===== src/rtl/dpr_pkg.sv =====
// dpr_pkg: shared types and constants of the damped rank iteration core.
// No dependencies.
`default_nettype none
package dpr_pkg;
  localparam int MaxNodes = 64;
  localparam int FracBits = 24;
  localparam int IdxW     = 6;
  localparam logic [24:0] RankMax = 25'h1FFFFFF;
  localparam logic [24:0] OneQ    = 25'd1 << FracBits;

  localparam logic [1:0] CfgNodes = 2'd0;
  localparam logic [1:0] CfgTol   = 2'd1;
  localparam logic [1:0] CfgDamp  = 2'd2;
  localparam logic [1:0] CfgLimit = 2'd3;

  typedef enum logic [3:0] {
    ST_IDLE, ST_INIT, ST_CHECK, ST_SUM, ST_TELE, ST_TNUM, ST_DIV, ST_ROW, ST_MAC,
    ST_LINK, ST_UPD, ST_EMIT
  } state_t;

  typedef struct packed {
    logic clr;
    logic load;
  } mac_ctl_t;
endpackage
`default_nettype wire


===== src/rtl/dpr_mac.sv =====
// dpr_mac: shared multiply unit with a 40-bit accumulator, product truncated.
// Clear together with load takes the product alone. Depends on dpr_pkg.
`default_nettype none
module dpr_mac import dpr_pkg::*; (
  input  wire logic        clk,
  input  wire mac_ctl_t    ctl,
  input  wire logic [24:0] op_a,
  input  wire logic [32:0] op_b,
  output logic      [39:0] acc
);
  logic [39:0] acc_r, acc_nxt;
  logic [57:0] prod;
  logic [39:0] prod_t;
  assign prod   = {33'd0, op_a} * {25'd0, op_b};
  assign prod_t = {6'd0, prod[57:24]};
  always_comb begin
    acc_nxt = acc_r;
    if (ctl.clr) acc_nxt = ctl.load ? prod_t : 40'd0;
    else if (ctl.load) acc_nxt = acc_r + prod_t;
  end
  always_ff @(posedge clk) begin
    acc_r <= acc_nxt;
  end
  assign acc = acc_r;
endmodule
`default_nettype wire


===== config.mk =====
export PLATFORM = sky130hd
export DESIGN_NAME = dpr_mac
export DESIGN_NICKNAME = d
export VERILOG_FILES = /design/src/rtl/dpr_pkg.sv /design/src/rtl/dpr_mac.sv
export SDC_FILE = /design/constraint.sdc
export NUM_CORES = 2
export LEC_CHECK = 0
export BUFFER_PORTS_ARGS = -buffer_cell sky130_fd_sc_hd__buf_2
export CORE_MARGIN = 1
export CORE_UTILIZATION = 40
export DETAILED_ROUTE_END_ITERATION = 16
export PLACE_DENSITY = 0.55
export SLEW_MARGIN = 20
export SYNTH_ARGS = -nofsm -noshare
export SYNTH_HDL_FRONTEND = slang
export SYNTH_SLANG_ARGS = --single-unit

===== constraint.sdc =====
create_clock -name clk -period 9.9 [get_ports clk]
set_input_delay 1.485 -clock clk [delete_from_list [all_inputs] [get_ports clk]]
set_output_delay 1.485 -clock clk [all_outputs]
set_load 0.01 [all_outputs]

==> flow_summary_export.csv <==
group,metric,value,unit
run_status,status,"complete, but fails checks",
run_status,violations,"DRC",
finish,largest_register_ff_count,40,
floorplan,fp-row-count,99,
timing,layout_min_cycle_time,9.70,ns
finish,nets,4704,
floorplan,die_w,275,um
grt,antenna_found_initial,3,
clock_tree,cts_tree,"yes",
logic_synthesis,synthesis.nets,4387,
timing,slew_viol_final,0,
finish,multiInputGateArea,25700,sq um
floorplan,start_util,40.7,%
clock_tree,ctsHoldBuffers,0,
finish,drive_above_1_share,17.3,%
logic_synthesis,seq_area_frac_synth,4.03,%
placement,place_ws,-0.578,ns
finish,fin_cells,4669,
logic_synthesis,synthAdderAreaFrac,57.1,%
grt,gr-usage-met1,27.1,%
finish,register_area,1200,sq um
worst_setup_path,path_buf_inv,10,
logic_synthesis,synthesis.area,29800,sq um
placement,hpwl,70900,um
clock_tree,cts_sinks,40,
grt,use_met2,40.5,%
routing,vias_per_cell,4.93,
logic_synthesis,synth_compound_area_share,7.13,%
logic_synthesis,syn_inst,3390,
clock_tree,htree_levels,2,
timing,worstMarginPinSlew,1.04,ns
timing,clock_skew,0.00809,ns
worst_setup_path,crit_fanout,10,
grt,grtUsageMet3,2.35,%
floorplan,io_pins,101,
logic_synthesis,dominantRegCellSynth,"edfxtp_1",
floorplan,die_h,275,um
routing,ant_nets,0,
logic_synthesis,synth_top_family_by_area,"adder cells",
logic_synthesis,synth-edff-count,40,
finish,final_cell_mix,"796 x inv_1, 692 x fa_1, 521 x nand2_1",
finish,postLayoutCellArea,35000,sq um
placement,numPortBuffers,100,
routing,drt_pass1_iterations,13,
routing,drc,2,
timing,max_slew_margin,30.7,%
logic_synthesis,synth-simple-area-share,17.3,%
grt,grt_start_max_net_pins,42,
timing,final_hold_viol_count,0,
logic_synthesis,synth.distinct_cells,76,
worst_setup_path,critPathRequiredTime,9.95,ns
worst_setup_path,cp-end-kind,"register",
logic_synthesis,async_flop_share,0,%
grt,track_usage,22.0,%
timing,tns,0,ns
clock_tree,cts_root_buf,"clkbuf_16",
routing,via_count,23000,
logic_synthesis,ys_seq_elements,40,
timing,rsz0062_at_grt,"true",
grt,top_usage_layer,"met2",
grt,grt_pass1_wl,130000,um
placement,gp_congestion,0.859,
routing,wire_per_inst,17.2,um
routing,routed_wl,80500,um
finish,layout_commonest_cell,"inv_1",
timing,timing.fmax,103,MHz
logic_synthesis,ys_warn_count,0,
min_path,hold_path_class,"register to register",
timing,setup_viol,0,
placement,place_inst,4635,
floorplan,dieArea,75700,sq um
timing,layout_worst_path_cycle_share,98.0,%
logic_synthesis,avgSynthCellArea,8.80,sq um
worst_setup_path,arrival,9.75,ns
logic_synthesis,synth-xor-area-share,1.94,%
clock_tree,cts_buffer_depth,2,
clock_tree,clkTransAtPathRegs,0.06,ns
placement,place_area,33700,sq um
routing,drtIter0Drc,1011,
worst_setup_path,worstSetupStartpointType,"input pin",
worst_setup_path,cp_slowest_cell,"or4_4",
clock_tree,clock_latency,0.30,ns
timing,worst_slack,0.198,ns
grt,first_global_vias,24700,
clock_tree,cts_buffers,5,
finish,area.growth.synth_to_final,17.5,%
worst_setup_path,max_stage_delay,0.57,ns
worst_setup_path,timing.critical_path.max_delay_family,"adder cells",
grt,gr-total-overflow,0,
worst_setup_path,critPathKind,"input pin to register",
floorplan,core_area,73300,sq um
finish,fillCellCount,7249,
flow_run,max-cap-violations,0,
worst_setup_path,crit_top_cell,"fa_1",
logic_synthesis,synthMuxAreaShare,0.113,%
==> repair_timing <==
action / 4_1_cts / 5_1_grt
hold endpoints to repair: 0 / 0
endpoints found under the setup margin: 16 / 20
buffers inserted: 6 / 17
cloned: 0 / 2
gates resized for setup: 29 / 206
pin swaps: 10 / 124
==> cell families (layout without fill, tap and decap cells) <==
kind of cell	Yosys count	count (layout)
AOI/OAI and AO/OA	316	316
adders and majority gates	936	936
DFF	40	40
buffers and inverters	975	1293
other	0	2
and+or+nand+nor	1054	1054
xor gates and xnor gates	66	66
muxes	3	3
==> per-stage QoR <==
stage | utilization [%] | hold slack, ns
6_report | 47.8 | 0.725
3_3_place_gp | 46.0 | 0.718
3_5_place_dp | 46.0 | 0.698
4_1_cts | 46.4 | 0.730
2_1_floorplan | - | 0.704
5_1_grt | 47.8 | 0.765
==> area by class of cell <==
type	count	area share, %
Inverter	800	8.57
Antenna cell	2	0.0143
Clock inverter	3	0.0678
Tap cell	959	3.42
Clock buffer	5	0.357
Timing Repair Buffer	485	10.8
Multi-Input combinational cell	2375	73.3
Sequential cell	40	3.43
==> layer usage <==
layer | vias to the layer above | part of all wire, %
met2 | 421 | 53
met3 | 118 | 3.5
met4 | 4 | 2.9
met5 | - | 0.034
met1 | 11700 | 41
li1 | 10700 | -
==> final timing paths <==
kind | startpoint | end | slack, ns | cells after the start
max reg2reg | acc[0] | acc[28] | 6.65 | 13
max | op_a[1] | acc[37] | 0.20 | 34
min | acc[38] | acc[38] | 0.73 | 2
min reg2reg | acc[38] | acc[38] | 0.73 | 2
==> worst reg2reg max path: stages, from the launching register on <==
cell	delay (ns)
edfxtp_1	0.40
ha_1	0.26
fa_2	0.38
a21o_1	0.22
a221oi_2	0.29
a21oi_2	0.11
a31o_4	0.26
buf_6	0.13
a41oi_4	0.23
o21ba_4	0.17
buf_4	0.10
xor2_1	0.15
nor2_1	0.05
a211o_1	0.24
==> synthesized netlist by cell type, drive strengths merged, types with 4 or more instances <==
| master | number | share of area [%] |
|---|---|---|
| xor2 | 23 | 0.68 |
| o21a | 7 | 0.18 |
| and3 | 10 | 0.21 |
| o221ai | 9 | 0.29 |
| a31oi | 14 | 0.29 |
| a221oi | 4 | 0.14 |
| clkbuf | 160 | 2.0 |
| nor2b | 9 | 0.19 |
| a211oi | 8 | 0.23 |
| ha | 226 | 9.5 |
| a22o | 16 | 0.47 |
| o21bai | 21 | 0.54 |
| a21oi | 95 | 1.6 |
| nand4 | 26 | 0.55 |
| a21o | 32 | 0.81 |
| o31a | 4 | 0.12 |
| nand3 | 21 | 0.35 |
| xnor2 | 43 | 1.3 |
| edfxtp | 40 | 4.0 |
| fa | 710 | 48 |
| nor3 | 7 | 0.13 |
| a31o | 8 | 0.23 |
| nor4 | 4 | 0.10 |
| or4 | 5 | 0.13 |
| o211ai | 4 | 0.12 |
| inv | 800 | 10 |
| nand2 | 527 | 6.6 |
| nor2 | 47 | 0.59 |
| or3 | 5 | 0.10 |
| o21ai | 63 | 1.1 |
| buf | 15 | 0.26 |
| a21boi | 6 | 0.15 |
| and2 | 376 | 7.9 |
| or2 | 6 | 0.13 |
Power is not shown: default switching activity piles up to over one toggle a cycle in this logic, so the estimate is an artifact.
